## src/assert_macros.svh

```systemverilog
// ----------------------------------------------------------------------------
// Assertion macros
// Clocked assertion helpers shared by the RTL; clock clk, reset rst_n.
// ----------------------------------------------------------------------------
`ifndef ASSERT_MACROS_SVH
`define ASSERT_MACROS_SVH

// Property must hold at every clock edge outside reset.
`define PDSA_ASSERT(label, prop, msg) \
    label: assert property (@(posedge clk) disable iff (!rst_n) (prop)) else $error(msg);

// Condition must never be seen outside reset.
`define PDSA_NEVER(label, cond, msg) \
    label: assert property (@(posedge clk) disable iff (!rst_n) !(cond)) else $error(msg);

`endif

```

## src/pdsa_pkg.sv

```systemverilog
// ----------------------------------------------------------------------------
// pdsa_pkg
// Shared constants, types and control/status bundles of the slot allocator.
// ----------------------------------------------------------------------------
package pdsa_pkg;

    localparam int SLOTS     = 16;
    localparam int ADDRESSES = 128;

    // fixed field widths
    localparam int ADDR_W     = 7;
    localparam int CONF_W     = 4;
    localparam int SLOT_OUT_W = 4;
    localparam int ACT_OUT_W  = 5;
    localparam int EV_W       = 2;

    // derived widths
    localparam int IDX_W  = (ADDRESSES > 1) ? $clog2(ADDRESSES) : 1;
    localparam int SLOT_W = (SLOTS > 1) ? $clog2(SLOTS) : 1;
    localparam int CNT_W  = $clog2(SLOTS + 1);

    localparam logic [CONF_W-1:0] CONF_MAX_RESET = CONF_W'(3);

    typedef enum logic [EV_W-1:0] {
        EV_STATUS,
        EV_LOCKED,
        EV_DROPPED,
        EV_RELEASED
    } event_t;

    typedef enum logic [2:0] {
        ST_IDLE,
        ST_PROBE_RD,
        ST_PROBE_UPD,
        ST_SCAN,
        ST_ALLOC,
        ST_FLUSH
    } state_t;

    // one entry of the per-address store
    typedef struct packed {
        logic [CONF_W-1:0] conf;
        logic              locked;
        logic [SLOT_W-1:0] slot;
    } entry_t;

    // one result without its last flag
    typedef struct packed {
        logic [ADDR_W-1:0]    item_address;
        logic [CONF_W-1:0]    confidence_level;
        logic                 is_locked;
        logic [SLOT_OUT_W-1:0] slot;
        event_t               event_res;
        logic [ACT_OUT_W-1:0] active_count;
    } result_t;

    typedef struct packed {
        logic in_ready;
        logic in_take;
        logic probe_upd;
        logic idx_clear;
        logic idx_inc;
        logic scan_rd;
        logic alloc_lock;
        logic alloc_drop;
        logic out_load;
        logic out_last;
        logic pend_clear;
    } ctrl_t;

    typedef struct packed {
        logic             in_valid;
        logic             eos;
        logic             pend_hit;
        logic             idx_last;
        logic             ent_locked;
        logic             slot_avail;
        logic             out_free;
        logic [SLOTS-1:0] slot_map;
        logic [CNT_W-1:0] active;
    } status_t;

endpackage

```

## src/pdsa_req_if.sv

```systemverilog
// ----------------------------------------------------------------------------
// pdsa_req_if
// Probe request channel: valid/ready with address, response and scan end.
// ----------------------------------------------------------------------------
interface pdsa_req_if;

    logic                       valid;
    logic                       ready;
    logic [pdsa_pkg::ADDR_W-1:0] address;
    logic                       responded;
    logic                       end_of_scan;

    modport source (output valid, output address, output responded,
                    output end_of_scan, input ready);
    modport sink   (input valid, input address, input responded,
                    input end_of_scan, output ready);

endinterface

```

## src/pdsa_res_if.sv

```systemverilog
// ----------------------------------------------------------------------------
// pdsa_res_if
// Result channel: valid/ready with per-address status and event.
// ----------------------------------------------------------------------------
interface pdsa_res_if;

    logic                           valid;
    logic                           ready;
    logic [pdsa_pkg::ADDR_W-1:0]     item_address;
    logic [pdsa_pkg::CONF_W-1:0]     confidence_level;
    logic                           is_locked;
    logic [pdsa_pkg::SLOT_OUT_W-1:0] slot;
    logic [pdsa_pkg::EV_W-1:0]       event_res;
    logic [pdsa_pkg::ACT_OUT_W-1:0]  active_count;
    logic                           last;

    modport source (output valid, output item_address, output confidence_level,
                    output is_locked, output slot, output event_res,
                    output active_count, output last, input ready);
    modport sink   (input valid, input item_address, input confidence_level,
                    input is_locked, input slot, input event_res,
                    input active_count, input last, output ready);

endinterface

```

## src/pdsa_ctrl.sv

```systemverilog
// ----------------------------------------------------------------------------
// pdsa_ctrl
// Sequencer: probe update, end-of-scan walk and result hand-off.
// ----------------------------------------------------------------------------
module pdsa_ctrl
(
    input  logic              clk,
    input  logic              rst_n,
    input  pdsa_pkg::status_t status,
    output pdsa_pkg::ctrl_t   ctrl
);

    pdsa_pkg::state_t state_reg;
    pdsa_pkg::state_t state_next;

    always_ff @(posedge clk or negedge rst_n)
    begin
        if (!rst_n)
        begin
            state_reg <= pdsa_pkg::ST_IDLE;
        end
        else
        begin
            state_reg <= state_next;
        end
    end

    // next state
    always_comb
    begin
        state_next = state_reg;
        case (state_reg)
            pdsa_pkg::ST_IDLE:
            begin
                if (status.in_valid)
                begin
                    state_next = pdsa_pkg::ST_PROBE_RD;
                end
            end
            pdsa_pkg::ST_PROBE_RD:
            begin
                state_next = pdsa_pkg::ST_PROBE_UPD;
            end
            pdsa_pkg::ST_PROBE_UPD:
            begin
                state_next = status.eos ? pdsa_pkg::ST_SCAN : pdsa_pkg::ST_FLUSH;
            end
            pdsa_pkg::ST_SCAN:
            begin
                if (status.pend_hit)
                begin
                    state_next = pdsa_pkg::ST_ALLOC;
                end
                else if (status.idx_last)
                begin
                    state_next = pdsa_pkg::ST_FLUSH;
                end
            end
            pdsa_pkg::ST_ALLOC:
            begin
                if (status.ent_locked)
                begin
                    state_next = status.idx_last ? pdsa_pkg::ST_FLUSH : pdsa_pkg::ST_SCAN;
                end
                else if (status.out_free)
                begin
                    if (status.slot_avail && !status.idx_last)
                    begin
                        state_next = pdsa_pkg::ST_SCAN;
                    end
                    else
                    begin
                        state_next = pdsa_pkg::ST_FLUSH;
                    end
                end
            end
            pdsa_pkg::ST_FLUSH:
            begin
                if (status.out_free)
                begin
                    state_next = pdsa_pkg::ST_IDLE;
                end
            end
            default:
            begin
                state_next = pdsa_pkg::ST_IDLE;
            end
        endcase
    end

    // commands
    always_comb
    begin
        ctrl = '0;
        case (state_reg)
            pdsa_pkg::ST_IDLE:
            begin
                ctrl.in_ready = 1'b1;
                ctrl.in_take  = status.in_valid;
            end
            pdsa_pkg::ST_PROBE_UPD:
            begin
                ctrl.probe_upd = 1'b1;
                ctrl.idx_clear = 1'b1;
            end
            pdsa_pkg::ST_SCAN:
            begin
                ctrl.scan_rd = status.pend_hit;
                ctrl.idx_inc = !status.pend_hit && !status.idx_last;
            end
            pdsa_pkg::ST_ALLOC:
            begin
                if (status.ent_locked)
                begin
                    ctrl.idx_inc = !status.idx_last;
                end
                else if (status.out_free)
                begin
                    ctrl.out_load   = 1'b1;
                    ctrl.alloc_lock = status.slot_avail;
                    ctrl.alloc_drop = !status.slot_avail;
                    ctrl.idx_inc    = status.slot_avail && !status.idx_last;
                end
            end
            pdsa_pkg::ST_FLUSH:
            begin
                ctrl.out_load   = status.out_free;
                ctrl.out_last   = 1'b1;
                ctrl.pend_clear = status.out_free && status.eos;
            end
            default:
            begin
                ctrl = '0;
            end
        endcase
    end

endmodule

```

## src/pdsa_datapath.sv

```systemverilog
// ----------------------------------------------------------------------------
// pdsa_datapath
// Address store, pending list, slot map, result hold and output registers.
// ----------------------------------------------------------------------------
module pdsa_datapath
(
    input  logic                         clk,
    input  logic                         rst_n,
    input  logic                         cfg_we,
    input  logic [pdsa_pkg::CONF_W-1:0]  cfg_wdata,
    pdsa_req_if.sink                     req,
    pdsa_res_if.source                   res,
    input  pdsa_pkg::ctrl_t              ctrl,
    output pdsa_pkg::status_t            status
);

    // configuration
    logic [pdsa_pkg::CONF_W-1:0] cmax_reg;
    logic [pdsa_pkg::CONF_W-1:0] cmax;

    // latched request
    logic [pdsa_pkg::ADDR_W-1:0] addr_reg;
    logic                        resp_reg;
    logic                        eos_reg;
    logic                        inrange_reg;

    // address store: memory plus per-entry valid bits
    pdsa_pkg::entry_t            mem [pdsa_pkg::ADDRESSES];
    logic [pdsa_pkg::ADDRESSES-1:0] ent_valid_reg;
    pdsa_pkg::entry_t            rd_data_reg;
    logic                        rd_ok_reg;
    logic                        rd_en;
    logic [pdsa_pkg::IDX_W-1:0]  rd_idx;
    logic                        wr_en;
    logic [pdsa_pkg::IDX_W-1:0]  wr_idx;
    pdsa_pkg::entry_t            wr_data;
    pdsa_pkg::entry_t            ent;

    // scan state
    logic [pdsa_pkg::ADDR_W-1:0] pend_list_reg [pdsa_pkg::SLOTS];
    logic                        pend_hit;
    logic [pdsa_pkg::CNT_W-1:0]  pcount_reg;
    logic [pdsa_pkg::SLOTS-1:0]  slot_map_reg;
    logic [pdsa_pkg::SLOTS-1:0]  slot_map_next;
    logic [pdsa_pkg::CNT_W-1:0]  active_reg;
    logic [pdsa_pkg::CNT_W-1:0]  active_next;
    logic [pdsa_pkg::IDX_W-1:0]  idx_reg;
    logic [pdsa_pkg::IDX_W-1:0]  addr_idx;

    // results
    pdsa_pkg::result_t           hold_reg;
    pdsa_pkg::result_t           hold_next;
    pdsa_pkg::result_t           out_reg;
    logic                        out_last_reg;
    logic                        out_valid_reg;

    // probe update terms
    logic [pdsa_pkg::CONF_W-1:0] conf_new;
    logic                        enqueue;
    logic                        release_hit;
    pdsa_pkg::entry_t            probe_ent;

    // free slot search
    logic [pdsa_pkg::SLOT_W-1:0] free_slot;

    assign cmax     = (cmax_reg == '0) ? pdsa_pkg::CONF_W'(1) : cmax_reg;
    assign addr_idx = pdsa_pkg::IDX_W'(addr_reg);
    assign ent      = rd_ok_reg ? rd_data_reg : '0;

    always_ff @(posedge clk or negedge rst_n)
    begin
        if (!rst_n)
        begin
            cmax_reg <= pdsa_pkg::CONF_MAX_RESET;
        end
        else if (cfg_we)
        begin
            cmax_reg <= cfg_wdata;
        end
    end

    always_ff @(posedge clk)
    begin
        if (ctrl.in_take)
        begin
            addr_reg    <= req.address;
            resp_reg    <= req.responded;
            eos_reg     <= req.end_of_scan;
            inrange_reg <= ({1'b0, req.address} < (pdsa_pkg::ADDR_W + 1)'(pdsa_pkg::ADDRESSES));
        end
    end

    // probe step
    always_comb
    begin
        enqueue     = 1'b0;
        release_hit = 1'b0;
        probe_ent   = ent;
        if (resp_reg)
        begin
            conf_new = (ent.conf < cmax) ? ent.conf + pdsa_pkg::CONF_W'(1) : cmax;
            enqueue  = (conf_new == cmax) && !ent.locked
                       && (pcount_reg < pdsa_pkg::CNT_W'(pdsa_pkg::SLOTS));
        end
        else
        begin
            conf_new    = (ent.conf != '0) ? ent.conf - pdsa_pkg::CONF_W'(1) : '0;
            release_hit = (conf_new == '0) && ent.locked;
        end
        probe_ent.conf = conf_new;
        if (release_hit)
        begin
            probe_ent.locked = 1'b0;
            probe_ent.slot   = '0;
        end
    end

    // lowest free slot
    always_comb
    begin
        free_slot = '0;
        for (int s = pdsa_pkg::SLOTS - 1; s >= 0; s--)
        begin
            if (!slot_map_reg[s])
            begin
                free_slot = pdsa_pkg::SLOT_W'(s);
            end
        end
    end

    // walk index against the live part of the pending list
    always_comb
    begin
        pend_hit = 1'b0;
        for (int i = 0; i < pdsa_pkg::SLOTS; i++)
        begin
            if ((pdsa_pkg::CNT_W'(i) < pcount_reg)
                && (pend_list_reg[i] == pdsa_pkg::ADDR_W'(idx_reg)))
            begin
                pend_hit = 1'b1;
            end
        end
    end

    // store write port
    always_comb
    begin
        wr_en   = 1'b0;
        wr_idx  = idx_reg;
        wr_data = probe_ent;
        if (ctrl.probe_upd)
        begin
            wr_en  = inrange_reg;
            wr_idx = addr_idx;
        end
        else if (ctrl.alloc_lock)
        begin
            wr_en          = 1'b1;
            wr_data.conf   = ent.conf;
            wr_data.locked = 1'b1;
            wr_data.slot   = free_slot;
        end
    end

    assign rd_en  = ctrl.in_take || ctrl.scan_rd;
    assign rd_idx = ctrl.in_take ? pdsa_pkg::IDX_W'(req.address) : idx_reg;

    always_ff @(posedge clk)
    begin
        if (wr_en)
        begin
            mem[wr_idx] <= wr_data;
        end
        if (rd_en)
        begin
            rd_data_reg <= mem[rd_idx];
        end
    end

    always_ff @(posedge clk or negedge rst_n)
    begin
        if (!rst_n)
        begin
            ent_valid_reg <= '0;
            rd_ok_reg     <= 1'b0;
        end
        else
        begin
            if (wr_en)
            begin
                ent_valid_reg[wr_idx] <= 1'b1;
            end
            if (rd_en)
            begin
                rd_ok_reg <= ent_valid_reg[rd_idx];
            end
        end
    end

    // slot map and active count
    always_comb
    begin
        slot_map_next = slot_map_reg;
        active_next   = active_reg;
        if (ctrl.probe_upd && inrange_reg && release_hit)
        begin
            if ({1'b0, ent.slot} < (pdsa_pkg::SLOT_W + 1)'(pdsa_pkg::SLOTS))
            begin
                slot_map_next = slot_map_reg & ~(pdsa_pkg::SLOTS'(1) << ent.slot);
            end
            if (active_reg != '0)
            begin
                active_next = active_reg - pdsa_pkg::CNT_W'(1);
            end
        end
        else if (ctrl.alloc_lock)
        begin
            slot_map_next = slot_map_reg | (pdsa_pkg::SLOTS'(1) << free_slot);
            active_next   = active_reg + pdsa_pkg::CNT_W'(1);
        end
    end

    // pending list; entries at or beyond the count are never looked at
    always_ff @(posedge clk)
    begin
        if (ctrl.probe_upd && inrange_reg && enqueue)
        begin
            pend_list_reg[pcount_reg[pdsa_pkg::SLOT_W-1:0]] <= addr_reg;
        end
    end

    always_ff @(posedge clk or negedge rst_n)
    begin
        if (!rst_n)
        begin
            slot_map_reg <= '0;
            active_reg   <= '0;
            pcount_reg   <= '0;
            idx_reg      <= '0;
        end
        else
        begin
            slot_map_reg <= slot_map_next;
            active_reg   <= active_next;
            if (ctrl.pend_clear)
            begin
                pcount_reg <= '0;
            end
            else if (ctrl.probe_upd && inrange_reg && enqueue)
            begin
                pcount_reg <= pcount_reg + pdsa_pkg::CNT_W'(1);
            end
            if (ctrl.idx_clear)
            begin
                idx_reg <= '0;
            end
            else if (ctrl.idx_inc)
            begin
                idx_reg <= idx_reg + pdsa_pkg::IDX_W'(1);
            end
        end
    end

    // result staging
    always_comb
    begin
        hold_next = hold_reg;
        if (ctrl.probe_upd)
        begin
            hold_next.item_address     = addr_reg;
            hold_next.confidence_level = inrange_reg ? probe_ent.conf : '0;
            hold_next.is_locked        = inrange_reg && probe_ent.locked;
            hold_next.slot             = (inrange_reg && probe_ent.locked)
                                         ? pdsa_pkg::SLOT_OUT_W'(probe_ent.slot) : '0;
            hold_next.event_res        = (inrange_reg && release_hit)
                                         ? pdsa_pkg::EV_RELEASED : pdsa_pkg::EV_STATUS;
            hold_next.active_count     = pdsa_pkg::ACT_OUT_W'(active_next);
        end
        else if (ctrl.alloc_lock || ctrl.alloc_drop)
        begin
            hold_next.item_address     = pdsa_pkg::ADDR_W'(idx_reg);
            hold_next.confidence_level = ent.conf;
            hold_next.is_locked        = ctrl.alloc_lock;
            hold_next.slot             = ctrl.alloc_lock
                                         ? pdsa_pkg::SLOT_OUT_W'(free_slot) : '0;
            hold_next.event_res        = ctrl.alloc_lock
                                         ? pdsa_pkg::EV_LOCKED : pdsa_pkg::EV_DROPPED;
            hold_next.active_count     = pdsa_pkg::ACT_OUT_W'(active_next);
        end
    end

    always_ff @(posedge clk)
    begin
        hold_reg <= hold_next;
        if (ctrl.out_load)
        begin
            out_reg      <= hold_reg;
            out_last_reg <= ctrl.out_last;
        end
    end

    always_ff @(posedge clk or negedge rst_n)
    begin
        if (!rst_n)
        begin
            out_valid_reg <= 1'b0;
        end
        else if (ctrl.out_load)
        begin
            out_valid_reg <= 1'b1;
        end
        else if (res.ready)
        begin
            out_valid_reg <= 1'b0;
        end
    end

    assign req.ready            = ctrl.in_ready;
    assign res.valid            = out_valid_reg;
    assign res.item_address     = out_reg.item_address;
    assign res.confidence_level = out_reg.confidence_level;
    assign res.is_locked        = out_reg.is_locked;
    assign res.slot             = out_reg.slot;
    assign res.event_res        = out_reg.event_res;
    assign res.active_count     = out_reg.active_count;
    assign res.last             = out_last_reg;

    assign status.in_valid   = req.valid;
    assign status.eos        = eos_reg;
    assign status.pend_hit   = pend_hit;
    assign status.idx_last   = (idx_reg == pdsa_pkg::IDX_W'(pdsa_pkg::ADDRESSES - 1));
    assign status.ent_locked = ent.locked;
    assign status.slot_avail = !(&slot_map_reg);
    assign status.out_free   = !out_valid_reg || res.ready;
    assign status.slot_map   = slot_map_reg;
    assign status.active     = active_reg;

endmodule

```

## src/presence_debounce_slot_allocator_unit.sv

```systemverilog
// ----------------------------------------------------------------------------
// presence_debounce_slot_allocator_unit
// Debounces bus-probe results per address and hands out slots at scan end.
// ----------------------------------------------------------------------------
// Use:
//   req  - probe requests (address, responded, end_of_scan), valid/ready.
//   res  - results, valid/ready; one or more per request, last marks the
//          final result of a request.
//   cfg_we/cfg_wdata - confidence_max, written only while the block is idle.
// Each request gives first a status (or release) result for the probed
// address. On end_of_scan every address is then checked against the pending
// list, one address a cycle while none is pending; a pending address is read
// from the store and may wait on the receiver. Each newly locked address
// gives a result, and the first one that finds every slot taken gives a drop
// result and ends the walk. One request is handled at a time: a new one is
// taken once the last result of the previous one is loaded, and a scan end
// adds the walk over the whole address range to a request's handling.
// Reset clears the store (valid bits), the slot map, the pending count and
// the counters at once; a request can be taken as soon as reset is released.
// A stalled receiver holds the output register; the walk waits on it while
// one further result is staged in the hold register.
// ----------------------------------------------------------------------------
`include "assert_macros.svh"

module presence_debounce_slot_allocator_unit
(
    input  logic                        clk,
    input  logic                        rst_n,
    input  logic                        cfg_we,
    input  logic [pdsa_pkg::CONF_W-1:0] cfg_wdata,
    pdsa_req_if.sink                    req,
    pdsa_res_if.source                  res
);

    pdsa_pkg::ctrl_t   ctrl;
    pdsa_pkg::status_t status;

    // sequencer
    pdsa_ctrl u_ctrl
    (
        .clk    (clk),
        .rst_n  (rst_n),
        .status (status),
        .ctrl   (ctrl)
    );

    // store, maps and result registers
    pdsa_datapath u_datapath
    (
        .clk       (clk),
        .rst_n     (rst_n),
        .cfg_we    (cfg_we),
        .cfg_wdata (cfg_wdata),
        .req       (req),
        .res       (res),
        .ctrl      (ctrl),
        .status    (status)
    );

    // a result is never loaded over one still waiting
    `PDSA_ASSERT(a_load_free, ctrl.out_load |-> status.out_free, "output overwritten")
    // a taken request closes the input until its results are out
    `PDSA_ASSERT(a_take_close, ctrl.in_take |=> !ctrl.in_ready, "request taken while busy")
    // occupied slots and the active count agree
    `PDSA_ASSERT(a_slot_count, $countones(status.slot_map) == int'(status.active), "slot map and active count disagree")
    // lock and drop are exclusive
    `PDSA_NEVER(a_lock_drop, ctrl.alloc_lock && ctrl.alloc_drop, "lock and drop together")

endmodule

```

## src/flat_wrapper.sv

```systemverilog
// flat-port wrapper written by rule: the top's interface ports become plain ports
module presence_debounce_slot_allocator_unit_flat 
  (clk, rst_n, cfg_we, cfg_wdata, req_valid, req_address, req_responded, req_end_of_scan, req_ready, res_valid, res_item_address, res_confidence_level, res_is_locked, res_slot, res_event_res, res_active_count, res_last, res_ready);
  pdsa_req_if req_i ();
  pdsa_res_if res_i ();
  input  logic clk;
  input  logic rst_n;
  input  logic cfg_we;
  input  logic [pdsa_pkg::CONF_W-1:0] cfg_wdata;
  input wire logic [$bits(req_i.valid)-1:0] req_valid;
  input wire logic [$bits(req_i.address)-1:0] req_address;
  input wire logic [$bits(req_i.responded)-1:0] req_responded;
  input wire logic [$bits(req_i.end_of_scan)-1:0] req_end_of_scan;
  output wire logic [$bits(req_i.ready)-1:0] req_ready;
  output wire logic [$bits(res_i.valid)-1:0] res_valid;
  output wire logic [$bits(res_i.item_address)-1:0] res_item_address;
  output wire logic [$bits(res_i.confidence_level)-1:0] res_confidence_level;
  output wire logic [$bits(res_i.is_locked)-1:0] res_is_locked;
  output wire logic [$bits(res_i.slot)-1:0] res_slot;
  output wire logic [$bits(res_i.event_res)-1:0] res_event_res;
  output wire logic [$bits(res_i.active_count)-1:0] res_active_count;
  output wire logic [$bits(res_i.last)-1:0] res_last;
  input wire logic [$bits(res_i.ready)-1:0] res_ready;
  assign req_i.valid = req_valid;
  assign req_i.address = req_address;
  assign req_i.responded = req_responded;
  assign req_i.end_of_scan = req_end_of_scan;
  assign req_ready = req_i.ready;
  assign res_valid = res_i.valid;
  assign res_item_address = res_i.item_address;
  assign res_confidence_level = res_i.confidence_level;
  assign res_is_locked = res_i.is_locked;
  assign res_slot = res_i.slot;
  assign res_event_res = res_i.event_res;
  assign res_active_count = res_i.active_count;
  assign res_last = res_i.last;
  assign res_i.ready = res_ready;
  presence_debounce_slot_allocator_unit u_core (.clk(clk), .rst_n(rst_n), .cfg_we(cfg_we), .cfg_wdata(cfg_wdata), .req(req_i), .res(res_i));
endmodule
```

## config.mk

```make
export PLATFORM = sky130hd
export DESIGN_NAME = presence_debounce_slot_allocator_unit_flat
export DESIGN_NICKNAME = d
export VERILOG_FILES = /design/src/pdsa_pkg.sv /design/src/pdsa_req_if.sv /design/src/pdsa_res_if.sv /design/src/pdsa_ctrl.sv /design/src/pdsa_datapath.sv /design/src/presence_debounce_slot_allocator_unit.sv /design/src/flat_wrapper.sv
export VERILOG_INCLUDE_DIRS = /design/src /design/src/src
export SDC_FILE = /design/constraint.sdc
export NUM_CORES = 2
export LEC_CHECK = 0
export BUFFER_PORTS_ARGS = -buffer_cell sky130_fd_sc_hd__buf_2
export CAP_MARGIN = 25
export CORE_ASPECT_RATIO = 1.4
export CORE_UTILIZATION = 30
export CTS_BUF_LIST = sky130_fd_sc_hd__clkbuf_8 sky130_fd_sc_hd__clkbuf_16
export DETAILED_ROUTE_END_ITERATION = 8
export GPL_TIMING_DRIVEN = 0
export PLACE_DENSITY_LB_ADDON = 0.12
export SYNTH_ARGS = -nofsm -noshare
export SYNTH_HDL_FRONTEND = slang
export SYNTH_SLANG_ARGS = --single-unit
```

## constraint.sdc

```tcl
create_clock -name clk -period 10.2 [get_ports clk]
set_clock_uncertainty 0.15 [all_clocks]
set_input_delay 2.55 -clock clk [delete_from_list [all_inputs] [get_ports clk]]
set_output_delay 2.55 -clock clk [all_outputs]
set_load 0.02 [all_outputs]
```

==> qor.yml <==
outcome: "finished, final reports clean"
vias_per_cell: 5.217
synth_nets: 4523
dpl-instance-area_um2: 66980
fmax_mhz: 126.7
start_util: 0.3019
r2r_setup_slack_ns: 3.60
synth.distinct_cells: 59
hp-class: "flip-flop to flip-flop"
ant_nets: 0
die-area_um2: 206700
min_to: "u_core.u_datapath.res.active_count[0]$_DFFE_PP_"
numClockSinks: 1499
synth_top_family_by_area: "simple AND/OR/NAND/NOR gates"
grt_max_degree: 95
drt_iter0_drc: 3394
end_kind: "flip-flop"
crit_buf_inv: 8
yosysSeqAreaShare: 0.7186
drt_first_pass_iters: 6
avgRoutedWirePerCell_um: 30.66
reg2reg_depth: 13
largest_reg_flops: 1152
vias: 39820
min_path_cells: 0
synth-async-reset-ratio: 0.1134
worstReg2RegEnd: "u_core.u_datapath.rd_data_reg[1]$_DFFE_PP_"
grt_pass1_vias: 39860
nets: 4861
cp-start-kind: "input pin"
synth-adder-area-share: 0.002443
slew_headroom: 0.2455
setup_viol: 0
critPathTopFamily: "buffers and inverters"
period_share: 0.7740
grt_pass1_wl_mm: 320.8
rsz0062_at_grt: "false"
drc: 0
post_cts_buffers: 0
rows: 196
p_leak_uw: 0.02509
cp_common_cell: "buf_2"
clk_latency_ns: 0.83
critPathKind: "input pin to flip-flop"
syn_area_um2: 61460
ys_ff_latch: 1499
critPathRequiredTime_ns: 10.67
syn_inst: 4493
antenna_found_initial: 8
synth_simple_gate_area_frac: 0.1137
finalHoldViolations: 0
grt_util_all_layers: 0.2248
synthFlopType: "edfxtp_1"
cts_max_level: 4
cp_slowest_cell: "clkbuf_1"
synth_area_per_cell_um2: 13.68
worst_slack_ns: 2.305
place.gp.congestion: 0.9546
post-route-min-period_ns: 7.895
muxShareOfSynthArea: 0.01325
worst_pin_slew_ns: 1.132
ioPinCount: 44
synth_edf_count: 1329
final_util: 0.3539
max-cap-violations: 0
fin_area_um2: 72040
ir_drop_mv: 0.1776
synth_warnings: 0
power_uw: 22160
r2r-start: "u_core.u_ctrl.state_reg[1]$_DFFE_PN0P_"
portBuffers: 43
root_buffer: "clkbuf_16"
hold_buffers: 0
die_w_um: 384.5
crit_path_max_incr_delay_ns: 0.81
cts_made_buffers: 153
cts-resized-gates: 0
min_from: "u_core.u_datapath.hold_reg[0]$_DFFE_PP_"
slew_violations: 0
clock_path_buffers: 3
syn_to_final_growth_pct: 17.22
synthXorXnorAreaFrac: 0.01767
path_max_fanout: 18
routed_wirelength_mm: 234.1
die_y_um: 537.5
crit_chain: "buf_2, or4b_1, buf_6, inv_12, mux2i_2, buf_8, buf_2, clkbuf_1, buf_2, clkbuf_1, a21oi_1, a22oi_1, nand3_1, nand4_1"
arrival_ns: 8.36
path_clk_slew_ns: 0.06
place_hpwl_mm: 169.8
power_density_nw_per_um2: 307.6
layout-drive-gt1-share: 0.1299
cts_tree: "done"
coreArea_um2: 203500
grt_remaining_overflow: 0
synth_compound_gate_area_share: 0.1105
place_ws_ns: 1.690
[synthesized netlist by cell type (all sizes together) (31+ instances only)]
library cell	instances	area share
edfxtp	1329	0.65
nand2	705	0.043
a211oi	350	0.043
and2	297	0.030
clkbuf	202	0.012
nor2	191	0.012
a21oi	169	0.014
dfrtp	168	0.068
a31oi	150	0.015
a311oi	144	0.021
or2	133	0.014
buf	92	0.0099
mux2i	78	0.013
xnor2	63	0.0090
xor2	61	0.0087
a22oi	58	0.0071
o21ai	56	0.0046
nand3	47	0.0038
nand4	31	0.0032
[per-stage QoR]
stage                TNS, ns  hold WS (ns)  cells
finish                     0        0.2695   7634
global route               0        0.2749   7633
CTS                        0        0.2700   7609
detailed placement         0        0.2561   7326
global placement    -8668.70        0.2538   7209
floorplan                  0        0.2503   4493
[metal layers]
| layer | wire [µm] | up-vias | track usage |
|---|---|---|---|
| met4 | 13570 | 2 | 0.1231 |
| met3 | 11220 | 415 | 0.03073 |
| li1 | - | 17590 | - |
| met5 | 13 | - | 0 |
| met1 | 87650 | 20430 | 0.2547 |
| met2 | 121600 | 1386 | 0.4055 |
[worst max path at each step]
stage,startpoint,endpoint,slack (ns),cells past startpoint
2_1_floorplan,res_ready,u_core.u_datapath.mem[0][8]$_DFFE_PP_,0.45,5
3_3_place_gp,res_ready,u_core.u_datapath.mem[96][5]$_DFFE_PP_,-11.74,7
3_5_place_dp,req_valid,u_core.u_datapath.rd_data_reg[3]$_DFFE_PP_,1.69,14
4_1_cts,req_valid,u_core.u_datapath.rd_data_reg[3]$_DFFE_PP_,2.54,14
5_1_grt,req_valid,u_core.u_datapath.rd_data_reg[3]$_DFFE_PP_,2.54,14
6_report,req_valid,u_core.u_datapath.rd_data_reg[1]$_DFFE_PP_,2.31,14
[cells by family after synthesis]
family / after synthesis
AO/OA/AOI/OAI: 976
XOR/XNOR: 124
adder cells (fa/ha/maj): 12
AND/OR/NAND/NOR: 1485
flip-flops: 1499
multiplexers: 80
buffers and inverters: 317
[final cells by class]
class                           count  area (µm²)
Inverter                           23       98.84
Clock inverter                    117       840.8
Sequential cell                  1499       44160
Antenna cell                        2       5.005
Timing Repair Buffer              183        2242
Fill cell                       19810      131500
Clock buffer                      166        4030
Multi-Input combinational cell   2677       15940
Buffer                            294        1380
Tap cell                         2673        3344
[worst register-to-register path: stages (launching register included)]
cell	delay, ns
dfrtp_1	0.44
or4b_1	0.58
buf_6	0.18
inv_12	0.12
mux2i_2	0.52
buf_8	0.23
buf_2	0.41
clkbuf_1	0.81
buf_2	0.67
clkbuf_1	0.56
a21oi_1	0.28
a22oi_1	0.70
nand3_1	0.42
nand4_1	0.33
[placed cells by master (no fill, tap or decap), types with 29 or more instances in the layout]
| cell type | instances |
|---|---|
| nand2_1 | 704 |
| clkbuf_1 | 190 |
| dfrtp_1 | 168 |
| buf_12 | 29 |
| mux2i_1 | 76 |
| a31oi_1 | 150 |
| clkbuf_16 | 155 |
| xnor2_1 | 63 |
| buf_6 | 42 |
| a21oi_1 | 167 |
| or2_2 | 133 |
| edfxtp_1 | 1329 |
| nor2_1 | 190 |
| and2_1 | 297 |
| a311oi_1 | 144 |
| a211oi_1 | 350 |
| o21ai_0 | 52 |
| buf_2 | 105 |
| buf_4 | 50 |
| inv_1 | 79 |
| nand3_1 | 47 |
| xor2_1 | 61 |
| a22oi_1 | 58 |
| nand4_1 | 31 |
[report_power, final]
group	internal (µW)	total, µW	leakage (µW)	switching (µW)
Clock	3060	5550	0.00260	2490
Sequential	7820	7950	0.0143	131
Combinational	2180	8660	0.00820	6480
Total	13100	22200	0.0251	9100
No activity file was read; power rests on OpenSTA's default activity.
